<file path="src/hdl/lmsf_pkg.sv">
// Shared types and constants of the longest merged segment finder.
// No dependencies; every other file imports this package.
package lmsf_pkg;

	localparam int unsigned NDIST_W     = 12;
	localparam int unsigned RSTART_W    = 12;
	localparam int unsigned REND_W      = 13;
	localparam int unsigned SAMPLE_W    = 16;
	localparam int unsigned SECT_W      = 12;
	localparam int unsigned CFG_IDX_W   = 2;
	localparam int unsigned CFG_DATA_W  = 13;
	localparam int unsigned QUEUE_DEPTH = 2;

	localparam logic [REND_W-1:0] RANGE_END_RST = 13'd4096;

	typedef enum logic [CFG_IDX_W-1:0] {
		REG_NEIGHBOR_DIST = 2'd0,
		REG_RANGE_START   = 2'd1,
		REG_RANGE_END     = 2'd2
	} cfg_reg_t;

	typedef struct packed {
		logic [NDIST_W-1:0]  neighbor_dist;
		logic [RSTART_W-1:0] range_start;
		logic [REND_W-1:0]   range_end;
	} cfg_regs_t;

	typedef struct packed {
		logic close;
		logic last;
	} evt_flags_t;

endpackage

</file>
<file path="src/hdl/lmsf_intf.sv">
// Handshake channel interfaces: sample input, result output, register write.
// Depends on lmsf_pkg for field widths.
interface lmsf_sample_if import lmsf_pkg::*; ();
	logic                valid;
	logic                ready;
	logic [SAMPLE_W-1:0] sample;
	logic                last;

	modport source (output valid, output sample, output last, input ready);
	modport sink   (input valid, input sample, input last, output ready);
endinterface

interface lmsf_result_if import lmsf_pkg::*; ();
	logic              valid;
	logic              ready;
	logic [SECT_W-1:0] section_start;
	logic [SECT_W-1:0] section_end;
	logic              found;

	modport source (output valid, output section_start, output section_end, output found,
		input ready);
	modport sink   (input valid, input section_start, input section_end, input found,
		output ready);
endinterface

interface lmsf_cfg_if import lmsf_pkg::*; ();
	logic                  valid;
	logic                  ready;
	logic [CFG_IDX_W-1:0]  index;
	logic [CFG_DATA_W-1:0] data;

	modport source (output valid, output index, output data, input ready);
	modport sink   (input valid, input index, input data, output ready);
endinterface

</file>
<file path="src/hdl/longest_merged_segment_finder_core.sv">
// Top level of the longest merged segment finder: registers, front, queue, back.
// Depends on lmsf_pkg, lmsf_intf, lmsf_front, lmsf_fifo and lmsf_back.
//
//  channel  | dir | handshake    | payload
//  ---------+-----+--------------+-------------------------------------------
//  cfg      | in  | valid/ready  | index (2b), data (13b)
//  samples  | in  | valid/ready  | sample (16b), last (1b)
//  results  | out | valid/ready  | section_start (12b), section_end (12b), found
//
// One sample per cycle while the queue has room; the front end decides edges
// combinationally; the back end merges one event per cycle unless a result stalls;
// the last event passes through the queue, then the back end registers the result.
// arst_n clears scan state and sets registers to their reset values.
// A stalled result output holds the back end; the two-entry event queue lets the
// front keep taking samples until it fills. cfg.ready is always high.
module longest_merged_segment_finder_core import lmsf_pkg::*; #(
	parameter int unsigned MAX_LEN = 4096
) (
	input  logic          clk,
	input  logic          arst_n,
	lmsf_cfg_if.sink      cfg,
	lmsf_sample_if.sink   samples,
	lmsf_result_if.source results
);

	localparam int unsigned PW    = $clog2(MAX_LEN);
	localparam int unsigned EVT_W = 2 + 2 * PW;

	cfg_regs_t        cfg_q;
	logic             fifo_push_valid;
	logic             fifo_push_ready;
	logic [EVT_W-1:0] fifo_push_data;
	logic             fifo_pop_valid;
	logic             fifo_pop_ready;
	logic [EVT_W-1:0] fifo_pop_data;
	evt_flags_t       head_flags;

	assign cfg.ready  = 1'b1;
	assign head_flags = fifo_pop_data[EVT_W-1 -: 2];

	always_ff @(posedge clk or negedge arst_n) begin
		if (!arst_n) begin
			cfg_q.neighbor_dist <= '0;
			cfg_q.range_start   <= '0;
			cfg_q.range_end     <= RANGE_END_RST;
		end else if (cfg.valid) begin
			unique case (cfg_reg_t'(cfg.index))
				REG_NEIGHBOR_DIST: cfg_q.neighbor_dist <= cfg.data[NDIST_W-1:0];
				REG_RANGE_START:   cfg_q.range_start   <= cfg.data[RSTART_W-1:0];
				REG_RANGE_END:     cfg_q.range_end     <= cfg.data[REND_W-1:0];
				default: ;
			endcase
		end
	end

	lmsf_front #(.MAX_LEN(MAX_LEN)) u_front (
		.clk        (clk),
		.arst_n     (arst_n),
		.samples    (samples),
		.cfg        (cfg_q),
		.push_ready (fifo_push_ready),
		.push_valid (fifo_push_valid),
		.push_data  (fifo_push_data)
	);

	lmsf_fifo #(.DATA_W(EVT_W)) u_fifo (
		.clk        (clk),
		.arst_n     (arst_n),
		.push_valid (fifo_push_valid),
		.push_ready (fifo_push_ready),
		.push_data  (fifo_push_data),
		.pop_valid  (fifo_pop_valid),
		.pop_ready  (fifo_pop_ready),
		.pop_data   (fifo_pop_data)
	);

	lmsf_back #(.MAX_LEN(MAX_LEN)) u_back (
		.clk           (clk),
		.arst_n        (arst_n),
		.evt_valid     (fifo_pop_valid),
		.evt_ready     (fifo_pop_ready),
		.evt_data      (fifo_pop_data),
		.neighbor_dist (cfg_q.neighbor_dist),
		.results       (results)
	);

	a_push_fits: assert property (@(posedge clk) disable iff (!arst_n)
		fifo_push_valid |-> fifo_push_ready)
		else $error("event pushed into full queue");

	a_last_reports: assert property (@(posedge clk) disable iff (!arst_n)
		fifo_pop_valid && fifo_pop_ready && head_flags.last |=> results.valid)
		else $error("last event produced no result");

	a_empty_zero: assert property (@(posedge clk) disable iff (!arst_n)
		results.valid && !results.found |->
			results.section_start == '0 && results.section_end == '0)
		else $error("result without a segment carries nonzero bounds");

endmodule

</file>
<file path="src/hdl/lmsf_front.sv">
// Front end: takes samples, tracks edges and open segments, emits close and last events.
// Depends on lmsf_pkg and lmsf_sample_if.
module lmsf_front import lmsf_pkg::*; #(
	parameter int unsigned MAX_LEN = 4096
) (
	input  logic                          clk,
	input  logic                          arst_n,
	lmsf_sample_if.sink                   samples,
	input  cfg_regs_t                     cfg,
	input  logic                          push_ready,
	output logic                          push_valid,
	output logic [2+2*$clog2(MAX_LEN)-1:0] push_data
);

	localparam int unsigned PW = $clog2(MAX_LEN);
	localparam int unsigned KW = $clog2(MAX_LEN + 1);
	localparam int unsigned CW = ((KW > REND_W) ? KW : REND_W) + 1;

	logic [KW-1:0] idx_q;
	logic          prev_q;
	logic          in_seg_q;
	logic [PW-1:0] seg_q;

	logic          cur;
	logic          accept;
	logic [CW-1:0] k_w;
	logic [CW-1:0] lo_w;
	logic [CW-1:0] rend_w;
	logic          in_range;
	logic [PW-1:0] p;
	logic          opening;
	logic          in2;
	logic [PW-1:0] start2;
	logic          close_edge;
	logic          in3;
	logic          close_end;
	evt_flags_t    flags;
	logic [PW-1:0] evt_e;

	always_comb begin
		cur      = |samples.sample;
		k_w      = CW'(idx_q);
		lo_w     = CW'(cfg.range_start);
		rend_w   = (CW'(cfg.range_end) < CW'(MAX_LEN)) ? CW'(cfg.range_end) : CW'(MAX_LEN);
		in_range = (k_w > lo_w) && (k_w < rend_w);
		p        = PW'(idx_q - KW'(1));
		opening  = in_range && !in_seg_q && ((k_w == lo_w + CW'(1)) || (!prev_q && cur));
		in2      = in_seg_q || opening;
		start2   = opening ? p : seg_q;
		close_edge = in_range && in2 && prev_q && !cur;
		in3      = in2 && !close_edge;
		close_end  = in3 && ((k_w + CW'(1) == rend_w) || samples.last);
		evt_e    = close_edge ? p : PW'(idx_q);
		flags.close = close_edge || close_end;
		flags.last  = samples.last;
	end

	assign samples.ready = push_ready;
	assign accept        = samples.valid && push_ready;
	assign push_valid    = accept && (flags.close || flags.last);
	assign push_data     = {flags, start2, evt_e};

	always_ff @(posedge clk or negedge arst_n) begin
		if (!arst_n) begin
			idx_q    <= '0;
			prev_q   <= 1'b0;
			in_seg_q <= 1'b0;
			seg_q    <= '0;
		end else if (accept) begin
			if (samples.last)
				idx_q <= '0;
			else if (idx_q != KW'(MAX_LEN))
				idx_q <= idx_q + KW'(1);
			prev_q   <= !samples.last && cur;
			in_seg_q <= !samples.last && in3 && !close_end;
			seg_q    <= start2;
		end
	end

endmodule

</file>
<file path="src/hdl/lmsf_fifo.sv">
// Short event queue between front and back end.
// Depends on lmsf_pkg for the queue depth.
module lmsf_fifo import lmsf_pkg::*; #(
	parameter int unsigned DATA_W = 26
) (
	input  logic              clk,
	input  logic              arst_n,
	input  logic              push_valid,
	output logic              push_ready,
	input  logic [DATA_W-1:0] push_data,
	output logic              pop_valid,
	input  logic              pop_ready,
	output logic [DATA_W-1:0] pop_data
);

	localparam int unsigned PTR_W = (QUEUE_DEPTH > 1) ? $clog2(QUEUE_DEPTH) : 1;
	localparam int unsigned CNT_W = $clog2(QUEUE_DEPTH + 1);

	logic [DATA_W-1:0] mem_q [QUEUE_DEPTH];
	logic [PTR_W-1:0]  wr_ptr_q;
	logic [PTR_W-1:0]  rd_ptr_q;
	logic [CNT_W-1:0]  cnt_q;
	logic              do_push;
	logic              do_pop;

	assign push_ready = (cnt_q != CNT_W'(QUEUE_DEPTH));
	assign pop_valid  = (cnt_q != '0);
	assign pop_data   = mem_q[rd_ptr_q];
	assign do_push    = push_valid && push_ready;
	assign do_pop     = pop_valid && pop_ready;

	always_ff @(posedge clk) begin
		if (do_push)
			mem_q[wr_ptr_q] <= push_data;
	end

	always_ff @(posedge clk or negedge arst_n) begin
		if (!arst_n) begin
			wr_ptr_q <= '0;
			rd_ptr_q <= '0;
			cnt_q    <= '0;
		end else begin
			if (do_push)
				wr_ptr_q <= (wr_ptr_q == PTR_W'(QUEUE_DEPTH - 1)) ? '0 : wr_ptr_q + PTR_W'(1);
			if (do_pop)
				rd_ptr_q <= (rd_ptr_q == PTR_W'(QUEUE_DEPTH - 1)) ? '0 : rd_ptr_q + PTR_W'(1);
			if (do_push && !do_pop)
				cnt_q <= cnt_q + CNT_W'(1);
			else if (do_pop && !do_push)
				cnt_q <= cnt_q - CNT_W'(1);
		end
	end

endmodule

</file>
<file path="src/hdl/lmsf_back.sv">
// Back end: merges closed segments into groups, keeps the longest, reports on last.
// Depends on lmsf_pkg and lmsf_result_if.
module lmsf_back import lmsf_pkg::*; #(
	parameter int unsigned MAX_LEN = 4096
) (
	input  logic                           clk,
	input  logic                           arst_n,
	input  logic                           evt_valid,
	output logic                           evt_ready,
	input  logic [2+2*$clog2(MAX_LEN)-1:0] evt_data,
	input  logic [NDIST_W-1:0]             neighbor_dist,
	lmsf_result_if.source                  results
);

	localparam int unsigned PW = $clog2(MAX_LEN);
	localparam int unsigned DW = (PW > NDIST_W) ? PW : NDIST_W;

	logic [PW-1:0] gs_q, ge_q, bs_q, be_q;
	logic          gv_q, bv_q;
	logic          out_valid_q;
	logic [SECT_W-1:0] start_q, end_q;
	logic          found_q;

	evt_flags_t    flags;
	logic [PW-1:0] s, e;
	logic          pop;
	logic          merge;
	logic          beats1;
	logic          beats2;
	logic [PW-1:0] n_gs, n_ge, n_bs, n_be;
	logic          n_gv, n_bv;
	logic          f_take;
	logic          fin_found;
	logic [PW-1:0] fin_s, fin_e;
	logic [PW+SECT_W-1:0] wide_s, wide_e;

	assign {flags, s, e} = evt_data;
	assign evt_ready     = !out_valid_q || results.ready;
	assign pop           = evt_valid && evt_ready;

	always_comb begin
		merge  = (s <= ge_q) || (DW'(s - ge_q) <= DW'(neighbor_dist));
		beats1 = !bv_q || ((ge_q - gs_q) >= (be_q - bs_q));
		n_gs = gs_q;
		n_ge = ge_q;
		n_gv = gv_q;
		n_bs = bs_q;
		n_be = be_q;
		n_bv = bv_q;
		if (flags.close) begin
			if (!gv_q) begin
				n_gs = s;
				n_ge = e;
				n_gv = 1'b1;
			end else if (merge) begin
				n_ge = e;
			end else begin
				if (beats1) begin
					n_bs = gs_q;
					n_be = ge_q;
					n_bv = 1'b1;
				end
				n_gs = s;
				n_ge = e;
			end
		end
		beats2    = !n_bv || ((n_ge - n_gs) >= (n_be - n_bs));
		f_take    = n_gv && beats2;
		fin_found = f_take || n_bv;
		fin_s     = !fin_found ? '0 : (f_take ? n_gs : n_bs);
		fin_e     = !fin_found ? '0 : (f_take ? n_ge : n_be);
		wide_s    = {{SECT_W{1'b0}}, fin_s};
		wide_e    = {{SECT_W{1'b0}}, fin_e};
	end

	always_ff @(posedge clk or negedge arst_n) begin
		if (!arst_n) begin
			gs_q <= '0;
			ge_q <= '0;
			gv_q <= 1'b0;
			bs_q <= '0;
			be_q <= '0;
			bv_q <= 1'b0;
		end else if (pop) begin
			if (flags.last) begin
				gs_q <= '0;
				ge_q <= '0;
				gv_q <= 1'b0;
				bs_q <= '0;
				be_q <= '0;
				bv_q <= 1'b0;
			end else begin
				gs_q <= n_gs;
				ge_q <= n_ge;
				gv_q <= n_gv;
				bs_q <= n_bs;
				be_q <= n_be;
				bv_q <= n_bv;
			end
		end
	end

	always_ff @(posedge clk or negedge arst_n) begin
		if (!arst_n)
			out_valid_q <= 1'b0;
		else if (pop && flags.last)
			out_valid_q <= 1'b1;
		else if (results.ready)
			out_valid_q <= 1'b0;
	end

	always_ff @(posedge clk) begin
		if (pop && flags.last) begin
			start_q <= wide_s[SECT_W-1:0];
			end_q   <= wide_e[SECT_W-1:0];
			found_q <= fin_found;
		end
	end

	assign results.valid         = out_valid_q;
	assign results.section_start = start_q;
	assign results.section_end   = end_q;
	assign results.found         = found_q;

endmodule
</file>
<file path="src/flat_wrapper.sv">
// flat-port wrapper written by rule: the top's interface ports become plain ports
module longest_merged_segment_finder_core_flat import lmsf_pkg::*;
#(
	parameter int unsigned MAX_LEN = 4096
)
  (clk, arst_n, cfg_valid, cfg_index, cfg_data, cfg_ready, samples_valid, samples_sample, samples_last, samples_ready, results_valid, results_section_start, results_section_end, results_found, results_ready);
  lmsf_cfg_if cfg_i ();
  lmsf_sample_if samples_i ();
  lmsf_result_if results_i ();
  input  logic clk;
  input  logic arst_n;
  input wire logic [$bits(cfg_i.valid)-1:0] cfg_valid;
  input wire logic [$bits(cfg_i.index)-1:0] cfg_index;
  input wire logic [$bits(cfg_i.data)-1:0] cfg_data;
  output wire logic [$bits(cfg_i.ready)-1:0] cfg_ready;
  input wire logic [$bits(samples_i.valid)-1:0] samples_valid;
  input wire logic [$bits(samples_i.sample)-1:0] samples_sample;
  input wire logic [$bits(samples_i.last)-1:0] samples_last;
  output wire logic [$bits(samples_i.ready)-1:0] samples_ready;
  output wire logic [$bits(results_i.valid)-1:0] results_valid;
  output wire logic [$bits(results_i.section_start)-1:0] results_section_start;
  output wire logic [$bits(results_i.section_end)-1:0] results_section_end;
  output wire logic [$bits(results_i.found)-1:0] results_found;
  input wire logic [$bits(results_i.ready)-1:0] results_ready;
  assign cfg_i.valid = cfg_valid;
  assign cfg_i.index = cfg_index;
  assign cfg_i.data = cfg_data;
  assign cfg_ready = cfg_i.ready;
  assign samples_i.valid = samples_valid;
  assign samples_i.sample = samples_sample;
  assign samples_i.last = samples_last;
  assign samples_ready = samples_i.ready;
  assign results_valid = results_i.valid;
  assign results_section_start = results_i.section_start;
  assign results_section_end = results_i.section_end;
  assign results_found = results_i.found;
  assign results_i.ready = results_ready;
  longest_merged_segment_finder_core #(.MAX_LEN(MAX_LEN)) u_core (.clk(clk), .arst_n(arst_n), .cfg(cfg_i), .samples(samples_i), .results(results_i));
endmodule
</file>
<file path="config.mk">
export PLATFORM = sky130hd
export DESIGN_NAME = longest_merged_segment_finder_core_flat
export DESIGN_NICKNAME = d
export VERILOG_FILES = /design/src/hdl/lmsf_pkg.sv /design/src/hdl/lmsf_intf.sv /design/src/hdl/longest_merged_segment_finder_core.sv /design/src/hdl/lmsf_front.sv /design/src/hdl/lmsf_fifo.sv /design/src/hdl/lmsf_back.sv /design/src/flat_wrapper.sv
export SDC_FILE = /design/constraint.sdc
export NUM_CORES = 1
export LEC_CHECK = 0
export ABC_AREA = 1
export BUFFER_PORTS_ARGS = -buffer_cell sky130_fd_sc_hd__buf_4
export CORE_MARGIN = 2
export CORE_UTILIZATION = 30
export DETAILED_ROUTE_END_ITERATION = 8
export SYNTH_ARGS = -nofsm -noshare
export SYNTH_HDL_FRONTEND = slang
export SYNTH_SLANG_ARGS = --single-unit
export TNS_END_PERCENT = 1
</file>
<file path="constraint.sdc">
create_clock -name clk -period 19.9 [get_ports clk]
set_input_delay 3.98 -clock clk [delete_from_list [all_inputs] [get_ports clk]]
set_output_delay 3.98 -clock clk [all_outputs]
set_load 0.05 [all_outputs]
</file>
Yosys cells after proc, flatten, opt, wreduce, memory -nomap -nowiden

Memories as Yosys holds them, arrays and structs flattened.
Cells that the tools add are included.

Register bits: 144
Bits in writable memories: 52
Memories: 1
Input bits: 37
Output and inout port bits: 28

Memory list:

| name                | words | bits a word | read ports | clocked after Yosys merged registers in | wr ports | line            | text |
|---|---|---|---|---|---|---|---|
| u_core.u_fifo.mem_q | 2     | 26          | 1          | 0                                       | 1        | lmsf_fifo.sv:19 | `logic [DATA_W-1:0] mem_q [QUEUE_DEPTH];` |

$lt $le $gt $ge: 7
Eq/ne operators: 6
Reductions and logical operators: 51
Muxes and demuxes: 38
$add $sub $neg: 13

Operators with widths:

| kind                                               | count |
|---|---|
| two-way mux 12 bit                                 | 20 |
| subtractor 12 bit                                  | 5 |
| two-way mux 13 bit                                 | 3 |
| greater-or-equal comparator 12 bit                 | 2 |
| <= comparator 12 bit                               | 2 |
| logical AND 1 bit                                  | 20 |
| OR reduction 16 bit                                | 1 |
| adder 13 x 1 -> 14 bit, second input constant      | 1 |
| == test 14 x 13 -> 1 bit                           | 1 |
| adder 12 x 1 -> 13 bit, second input constant      | 1 |
| adder 13 x 1 -> 13 bit, second input constant      | 1 |
| == test 13 bit                                     | 1 |
| > comparator 13 x 12 -> 1 bit                      | 1 |
| less-than comparator 13 bit                        | 1 |
| less-than comparator 13 bit, second input constant | 1 |
| two-way mux 1 bit                                  | 13 |
| != test 13 bit, second input constant              | 1 |
| subtractor 12 x 1 -> 12 bit, second input constant | 1 |
| zero test 1 bit                                    | 11 |
| logical OR 1 bit                                   | 10 |
| AND reduction 2 bit                                | 4 |
| nonzero test 2 bit                                 | 4 |
| two-way mux 2 bit                                  | 2 |
| adder 1 bit, second input constant                 | 2 |
| 6 further kinds                                    | 6 |

Depth between registers and ports, before layout

Gate-level depths: netlist of the first run.

Depth in word-level cells: 21
Mapped depth: 52

By module

From an unflattened synthesis of the first run, not the netlist that was laid out.

Cells, all modules: 1807
Area total of the unflattened synthesis: 14216.1 um^2

By module, submodules not included:

| module                             | area an instance (um^2) | seq. area each (um^2) | times used | cells each |
|---|---|---|---|---|
| lmsf_back                          | 7138.1                  | 2026.9                | 1          | 922 |
| lmsf_front                         | 3353.2                  | 675.6                 | 1          | 552 |
| lmsf_fifo                          | 2155.8                  | 1661.6                | 1          | 164 |
| longest_merged_segment_finder_core | 1569.0                  | 927.1                 | 1          | 169 |

Worst setup path before layout of the first run

OpenSTA, ideal clock, no wires.

Kind: reg2reg
Start point: register u_core.u_fifo.rd_ptr_q
End point: register u_core.u_back.end_q[10] (netlist: u_core.u_back.results.section_end[10]), data pin
Path slack: 13.046 ns
Stages on the path, launching flop included: 46
Period minus slack after synthesis: 6.854 ns
Arrival: 6.585 ns
Buffers on the path: 4
Required time: 19.631 ns
Library setup time: 0.269 ns
Cells stage by stage: dfrtp_1 -> buf_2 -> inv_2 -> clkbuf_1 -> or2_2 -> o21ai_0 -> inv_1 -> ha_1 -> nand3_1 -> nand2_1 -> nand4_1 -> nand2_1 -> a21oi_1 -> o21ai_0 -> nand2_1 -> nand2_1 -> a21oi_1 -> xnor2_1 -> [... 10 more ...] -> inv_1 -> fa_1 -> nand3_1 -> nand2_1 -> a21o_1 -> a21oi_1 -> nor2_1 -> o21ai_0 -> nand2_1 -> xor2_1 -> inv_1 -> ha_1 -> nand3_1 -> nor4b_1 -> nor2_1 -> a21oi_4 -> clkbuf_1 -> a21oi_1

Cells in the longest elaborated chain, start to end: 12
Elaborated cells on any way between the ends: 27

RTL lines:

| what                                                          | line                             | text |
|---|---|---|
| start, declared                                               | lmsf_fifo.sv:21                  | `logic [PTR_W-1:0] rd_ptr_q;` |
| start signal, assigned                                        | lmsf_fifo.sv:46                  | `rd_ptr_q <= (rd_ptr_q == PTR_W'(QUEUE_DEPTH - 1)) ? '0 : rd_ptr_q + PTR_W'(1);` |
| memory (2 x 26 bit) (*)                                       | --                               |  |
| subtractor 12 bit                                             | lmsf_back.sv:42                  | `merge = (s <= ge_q) \|\| (DW'(s - ge_q) <= DW'(neighbor_dist));` |
| <= comparator 12 bit                                          | lmsf_back.sv:42                  |  |
| logical OR 1 bit                                              | lmsf_back.sv:42                  |  |
| two-way mux 12 bit                                            | lmsf_back.sv:55                  | `end else if (merge) begin` |
| two-way mux 12 bit                                            | lmsf_back.sv:51                  | `if (!gv_q) begin` |
| two-way mux 12 bit                                            | lmsf_back.sv:50                  | `if (flags.close) begin` |
| subtractor 12 bit                                             | lmsf_back.sv:67                  | `beats2 = !n_bv \|\| ((n_ge - n_gs) >= (n_be - n_bs));` |
| greater-or-equal comparator 12 bit                            | lmsf_back.sv:67                  |  |
| logical OR 1 bit                                              | lmsf_back.sv:67                  |  |
| logical AND 1 bit                                             | lmsf_back.sv:68                  | `f_take = n_gv && beats2;` |
| two-way mux 12 bit / logical OR 1 bit (equally long branches) | lmsf_back.sv:71, lmsf_back.sv:69 |  |
| end signal, assigned                                          | lmsf_back.sv:115                 | `end_q <= wide_e[SECT_W-1:0];` |
| end, declared                                                 | lmsf_back.sv:21                  | `logic [SECT_W-1:0] start_q, end_q;` |

Mark *: on every way between the ends. The rest lies on a longest branch, timed or not.
A chain may end at the register's enable or synchronous reset.

Final worst setup path of the first run

Start point: register u_core.u_fifo.rd_ptr_q
End point: register u_core.u_back.start_q[1] (netlist: u_core.u_back.results.section_start[1]), data pin

Cells in the longest elaborated chain, start to end: 12
Elaborated cells on any way between the ends: 27

RTL lines:

| what                                                          | line                             | text |
|---|---|---|
| memory (2 x 26 bit) (*)                                       | --                               |  |
| subtractor 12 bit                                             | lmsf_back.sv:42                  |  |
| <= comparator 12 bit                                          | lmsf_back.sv:42                  |  |
| logical OR 1 bit                                              | lmsf_back.sv:42                  |  |
| two-way mux 12 bit                                            | lmsf_back.sv:55                  |  |
| two-way mux 12 bit                                            | lmsf_back.sv:51                  |  |
| two-way mux 12 bit                                            | lmsf_back.sv:50                  |  |
| subtractor 12 bit                                             | lmsf_back.sv:67                  |  |
| greater-or-equal comparator 12 bit                            | lmsf_back.sv:67                  |  |
| logical OR 1 bit                                              | lmsf_back.sv:67                  |  |
| logical AND 1 bit                                             | lmsf_back.sv:68                  |  |
| two-way mux 12 bit / logical OR 1 bit (equally long branches) | lmsf_back.sv:70, lmsf_back.sv:69 |  |
| end signal, assigned                                          | lmsf_back.sv:114                 | `start_q <= wide_s[SECT_W-1:0];` |
| end, declared                                                 | lmsf_back.sv:21                  |  |

Marked as above.

==> impl_metrics.tcl, run 1 <==
set metrics [dict create \
    outcome "finished, final reports clean" \
    cts_root_buf "clkbuf_16" \
    syn_nets 1894 \
    drc 0 \
    startpoint "u_core.u_fifo.rd_ptr_q" \
    cp_slowest_cell "a21oi_4" \
    grt_overflow_total 0 \
    synthXorXnorAreaFrac_pct 4.57 \
    arrival_ns 8.95 \
    nets 1931 \
    cts_buffers 17 \
    antenna_cells 0 \
    port_buffers 63 \
    viasPerCell 4.95 \
    clock.fmax_mhz 115 \
    multiInputGateArea_mm2 0.00736 \
    antenna_left 0 \
    ys_seq_area_share_pct 38.4 \
    min_period_ns 8.70 \
    wirelength_um 39700 \
    slowest_delay_ns 0.74 \
    grt_start_max_net_pins 66 \
    fillers 4727 \
    cp_data_required_time_ns 20.15 \
    maxSlewHeadroom_pct 30.8 \
    yosysUniqueCellTypes 49 \
    first_pass_iters 5 \
    maxCapViolCount 0 \
    core_area_mm2 0.0454 \
    dp_slack_ns 11.33 \
    hold-worst-slack_ns 0.481 \
    synth_top_family_by_area "simple AND/OR/NAND/NOR gates" \
    r2r_cells 44 \
    syn2layout_area_growth_pct 11.6 \
    synthMuxAreaShare_pct 0.145 \
    period_share_pct 43.7 \
    synth_warnings 0 \
    die_h_um 218 \
    chipWidth_um 218 \
    finalClockSkew_ns 0.0134 \
    rsz0062_at_grt "false" \
    r2r_end "u_core.u_back.results.section_start[1]" \
    ys_async_sr_fraction_pct 60.7 \
    cts_resized 0 \
    gr-usage-met2_pct 28.5 \
    met1_usage_pct 22.1 \
    drt_iter0_drc 911 \
    placementRows 78 \
    worstSkewPairLatency_ns 0.49 \
    h-tree-depth 4 \
    synth-simple-area-share_pct 21.3 \
    io_pins 65 \
    gp_congestion 0.908 \
    regArea_mm2 0.00529 \
    worstSetupEndpointType "flop" \
    slew_violations 0 \
    finalSetupViolCount 0 \
    hold_class "reg -> reg" \
    grt_pass1_vias 11400 \
    gr-usage-met3_pct 2.81 \
    antenna_found_initial 0 \
    groute.usage.overall_pct 17.2 \
    startpoint_type "flop" \
    layout-drive-gt1-share_pct 10.9 \
    path_clk_slew_ns 0.08 \
    crit_path_frequent_cell "nand2_1" \
    dpl.hpwl_um 30700 \
    clk_path_buf_depth 2 \
    dieArea_mm2 0.0477 \
    initial_utilization_pct 30.4 \
    synthCells 1729 \
    dr_total_vias 11800 \
    finalHoldViolCount 0 \
    worst-setup-path-type "reg -> reg" \
    synth-adder-area-share_pct 11.9 \
    cts_sinks 196 \
    worstPathMaxFanout 35 \
    setup_tns_ns 0 \
    fin_util_pct 33.9 \
    synth-compound-area-share_pct 15.4 \
    top_usage_layer "met2" \
    syn_avg_cell_area_um2 7.98 \
    post_cts_buffers 0 \
    tightest_slew_ns 1.04 \
    cts_hold_buf 0 \
    synth_ff_type "dfrtp_1" \
    synth-seq-cells 196 \
    ff2ff_setup_slack_ns 11.20 \
    worst_slack_ns 11.20 \
    cp-endpoint "u_core.u_back.results.section_start[1]" \
    synth_edf_count 77 \
    avgRoutedWirePerCell_um 16.7 \
    grt_pass1_wl_um 63300 \
    netlist_area_mm2 0.0138 \
    timing.rr.start "u_core.u_fifo.rd_ptr_q" \
    cts_tree "built" \
]
-- Yosys cell counts (all sizes together), types with 5 or more instances --
master | number | area share (%)
ha | 123 | 11
clkbuf | 26 | 0.71
nor3 | 18 | 0.73
o21ai | 164 | 7.2
nor2 | 81 | 2.4
inv | 222 | 6.0
or2 | 13 | 0.59
nand3 | 98 | 3.6
edfxtp | 77 | 17
nand2 | 445 | 12
o22ai | 51 | 2.3
nand3b | 6 | 0.33
a21oi | 122 | 4.5
fa | 5 | 0.73
dfrtp | 118 | 21
nand4 | 20 | 0.91
xor2 | 54 | 3.4
o2111ai | 5 | 0.32
buf | 31 | 1.5
xnor2 | 18 | 1.1
-- worst max-delay path: cells and delay by family, from the launching register on --
kind / cells / cell delay, ns
fa+ha+maj: 5 / 1.62
flops: 1 / 0.39
compound gates: 10 / 3.23
buf+inv: 5 / 0.54
xor+xnor: 2 / 0.27
simple gates: 22 / 2.38
-- state kept, by name (all words and copies together), names as in the netlist, 2 cells and up --
name and cells:
u_core.cfg_q 37, u_core.u_fifo.cnt_q 2, u_core.u_back.gs_q 12, u_core.u_back.be_q 12
u_core.u_fifo.mem_q 52, u_core.u_back.results.section_start 12, u_core.u_front.idx_q 13, u_core.u_back.bs_q 12
u_core.u_back.ge_q 12, u_core.u_front.seg_q 12, u_core.u_back.results.section_end 12
-- cells in the final DEF, fill, tap and decap left out, types with 4 or more instances in the layout --
cell / n
dfrtp_1: 118
a21oi_1: 121
nand3_1: 97
o21ai_2: 46
nand3b_1: 6
xor2_1: 54
o22ai_1: 51
inv_8: 5
inv_2: 6
nor2_1: 72
nor2_2: 6
or2_2: 13
a21o_1: 4
edfxtp_1: 77
nor3_1: 16
nand2_1: 437
inv_6: 4
buf_4: 75
fa_1: 5
inv_1: 216
nor4_1: 4
o2111ai_1: 5
ha_1: 123
xnor2_1: 18
clkbuf_16: 17
o21ai_1: 16
o21ai_0: 102
nand2_2: 5
nand4_1: 20
clkinv_1: 4
-- layout make-up --
| cell class | instances | area share [%] |
|---|---|---|
| Multi-Input combinational cell | 1251 | 47.8 |
| Sequential cell | 196 | 34.4 |
| Inverter | 225 | 5.49 |
| Tap cell | 600 | 4.88 |
| Timing Repair Buffer | 75 | 3.66 |
| Clock buffer | 17 | 2.76 |
| Clock inverter | 15 | 1.04 |
-- metal layers --
layer / wire, um / vias up
met1: 17700 / 5576
met4: 1240 / 0
met5: 0 / -
met3: 1710 / 60
met2: 19000 / 284
li1: - / 5863
-- cells by family (layout without fill, tap and decap cells) --
kind of cell | Yosys count | in the layout
AND/OR/NAND/NOR | 687 | 687
flip-flops | 196 | 196
XOR/XNOR | 72 | 72
adder cells (fa/ha/maj) | 128 | 128
multiplexers | 2 | 2
other | 1 | 1
AO/OA/AOI/OAI | 361 | 361
buffers and inverters | 282 | 332
-- how the worst min path moves through the flow --
stage                                   from                        to  slack [ns]  cells after the start
floorplan             u_core.u_fifo.wr_ptr_q    u_core.u_fifo.wr_ptr_q        0.44                      2
global placement      u_core.u_fifo.wr_ptr_q    u_core.u_fifo.wr_ptr_q        0.46                      2
detailed placement   u_core.u_front.seg_q[2]   u_core.u_front.seg_q[2]        0.47                      2
CTS                  u_core.u_front.seg_q[2]   u_core.u_front.seg_q[2]        0.49                      2
global route        u_core.u_front.seg_q[10]  u_core.u_front.seg_q[10]        0.51                      2
finish                u_core.u_fifo.wr_ptr_q    u_core.u_fifo.wr_ptr_q        0.48                      2
-- metrics by stage --
step	std cells	area, um^2
floorplan	1729	13800
global placement	2347	14800
detailed placement	2347	14800
CTS	2379	15400
global route	2379	15400
finish	2379	15400
Power of run 1 is left out: the tool's default activity adds up to more than one toggle a clock period on the data nets, which glitch-free logic cannot reach.
==> run 2: changes to the inputs <==
Settings changed: ABC_AREA 1 to 0.
Clock period 19.9 ns to 8.9 ns, I/O delays scaled along.
==> impl_metrics.tcl, run 2 <==
set metrics [dict create \
    fillers 4594 \
    avgRoutedWirePerCell_um 18.4 \
    tightest_slew_ns 1.09 \
    cp_data_required_time_ns 9.11 \
    intPower_mw 3.28 \
    slew_violations 0 \
    min_period_ns 8.31 \
    core_area_mm2 0.0451 \
    ys_async_sr_fraction_pct 60.7 \
    regMostFlops "u_core.u_fifo.mem_q" \
    maxCapViolCount 0 \
    worstSetupEndpointType "flop" \
    netlist_area_mm2 0.0136 \
    antenna_left 0 \
    placementRows 78 \
    antenna_found_initial 0 \
    rsz0062_at_grt "false" \
    antenna_cells 0 \
    startpoint_type "flop" \
    outcome "finished, final reports clean" \
    period_share_pct 93.4 \
    synthCells 1389 \
    synthTopCellsByCount "ha_1, dfrtp_1, inv_1" \
    chipWidth_um 217 \
    syn_nets 1554 \
    largest_register_ffs 52 \
    peakVddDrop_mv 0.269 \
    finalSetupViolCount 0 \
    power.leakage_nw 6.44 \
    drc 0 \
    gp_congestion 0.893 \
    cp_slowest_cell "or2_2" \
    startpoint "u_core.u_fifo.rd_ptr_q" \
    hold-worst-slack_ns 0.489 \
    synth-seq-cells 196 \
    dieArea_mm2 0.0470 \
    layout-drive-gt1-share_pct 13.8 \
    cts_buffers 17 \
    nets 1604 \
    yosys.area.top_type_share_pct 21.7 \
    switchingPower_mw 2.93 \
    synth_warnings 0 \
    slowest_delay_ns 0.44 \
    port_buffers 63 \
    maxSlewHeadroom_pct 26.9 \
    h-tree-depth 4 \
    finalClockSkew_ns 0.0105 \
    setup_tns_ns 0 \
    hold_class "reg -> reg" \
    grt_pass1_vias 10400 \
    grt_overflow_total 0 \
    clock.fmax_mhz 120 \
    combPwrFrac_pct 65.9 \
    dpl.cell_count 2020 \
    first_pass_iters 8 \
    synth_edf_count 77 \
    dpl.hpwl_um 29200 \
    power_density_mw_per_mm2 403 \
    cts_resized 0 \
    ys_top_cells_by_area "dfrtp_1, edfxtp_1, ha_1" \
    switching_share_pct 47.2 \
    worstPathMaxFanout 15 \
    ff2ff_setup_slack_ns 0.59 \
    cts_tree "built" \
    dr_total_vias 10600 \
    die_h_um 217 \
    p_clk_share_pct 12.8 \
    synth_ff_type "dfrtp_1" \
    grt_start_max_net_pins 62 \
    regArea_mm2 0.00529 \
    finalHoldViolCount 0 \
    initial_utilization_pct 30.2 \
    final_common_cell "ha_1" \
    cts_hold_buf 0 \
    timing.rr.start "u_core.u_fifo.rd_ptr_q" \
    syn_avg_cell_area_um2 9.79 \
    post_cts_buffers 0 \
    yosysTopAreaCell "dfrtp_1" \
    viasPerCell 5.18 \
    worst-setup-path-type "reg -> reg" \
    io_pins 65 \
    drt_iter0_drc 832 \
    grt_pass1_wl_um 59600 \
    path_clk_slew_ns 0.07 \
    yosysUniqueCellTypes 83 \
    worstSkewPairLatency_ns 0.46 \
    groute.usage.overall_pct 16.3 \
    syn2layout_area_growth_pct 13.3 \
    most-common-layout-cells "ha_1, dfrtp_1, inv_1" \
    cts_sinks 196 \
    largestRegisters "u_core.u_fifo.mem_q (52), u_core.cfg_q (37), u_core.u_front.idx_q (13)" \
    seq_power_share_pct 21.3 \
    arrival_ns 8.52 \
    synth.most_common_cell "ha_1" \
    ys_seq_area_share_pct 38.9 \
    multiInputGateArea_mm2 0.00765 \
    cts_root_buf "clkbuf_16" \
    wirelength_um 37800 \
    clk_path_buf_depth 2 \
    fin_cells 2052 \
    hp-start "u_core.u_front.seg_q[9]" \
]
run 2: changes by cell type after synthesis, moves of 49 or more:
cell | before | now
o22ai_1 | 51 | 2
xnor2_1 | 18 | 67
inv_1 | 216 | 112
mux2_2 | 0 | 50
nand2_1 | 437 | 98
nand3_1 | 97 | 33
a21oi_1 | 121 | 72
run 2: path summary, 6_finish.rpt:
kind                                                                end  depth (start not counted)
worst max-delay path            u_core.u_back.results.section_start[11]                         35
worst min-delay path                            u_core.u_front.seg_q[9]                          1
worst max register to register  u_core.u_back.results.section_start[11]                         35
worst min register to register                  u_core.u_front.seg_q[9]                          1
max in group asynchronous                        u_core.u_back.be_q[11]                          2
min in group asynchronous                        u_core.u_fifo.cnt_q[0]                          1
run 2: metal layers:
metal	part of all wire (%)	vias to the layer above	global-route usage, %
met3	4.7	53	2.84
met2	47	272	27.0
li1	-	5152	-
met1	45	5149	21.6
met4	2.8	0	5.23
met5	0	-	0
run 2: critical path: cells and delay by family (launching register included):
family	cells	cell delay, ns
AOI/OAI and AO/OA	19	3.91
xor gates and xnor gates	1	0.15
adders and majority gates	4	1.25
buffers and inverters	5	0.87
DFF	1	0.35
muxes	1	0.38
and+or+nand+nor	5	1.15
run 2: layout make-up:
cell class,instances,area share (%)
clock buffer,21,2.92
clock inverter,11,0.917
inverter,113,2.75
multi-input combinational,1017,49.6
sequential,196,34.3
tap,600,4.87
timing repair buffer,94,4.58
run 2: cell families after synthesis:
family | share of synthesized area [%]
compound gates | 15.8
xor+xnor | 6.71
fa+ha+maj | 12.1
buf+inv | 5.22
flops | 38.9
mux | 7.23
other cells | 0.0276
simple gates | 14.0
run 2: power by group through the flow:
stage | clock [mW] | sequential [mW] | combinational [mW]
after floorplan | 0 | 1.51 | 2.74
after global placement | 0 | 1.34 | 3.91
after detailed placement | 0 | 1.34 | 3.97
after CTS | 0.809 | 1.32 | 4.02
after global routing | 0.840 | 1.34 | 4.58
final | 0.794 | 1.32 | 4.09
run 2: through the flow:
step	power [mW]	utilization, %	area (um^2)	worst slack [ns]
after detailed placement	5.31	32.8	14800	0.314
after CTS	6.15	34.1	15400	0.152
after global placement	5.25	32.8	14800	0.468
after global routing	6.76	34.2	15400	0.0484
final	6.21	34.2	15400	0.591
after floorplan	4.25	-	13600	0.778
Power figures use the tool's default switching activity.
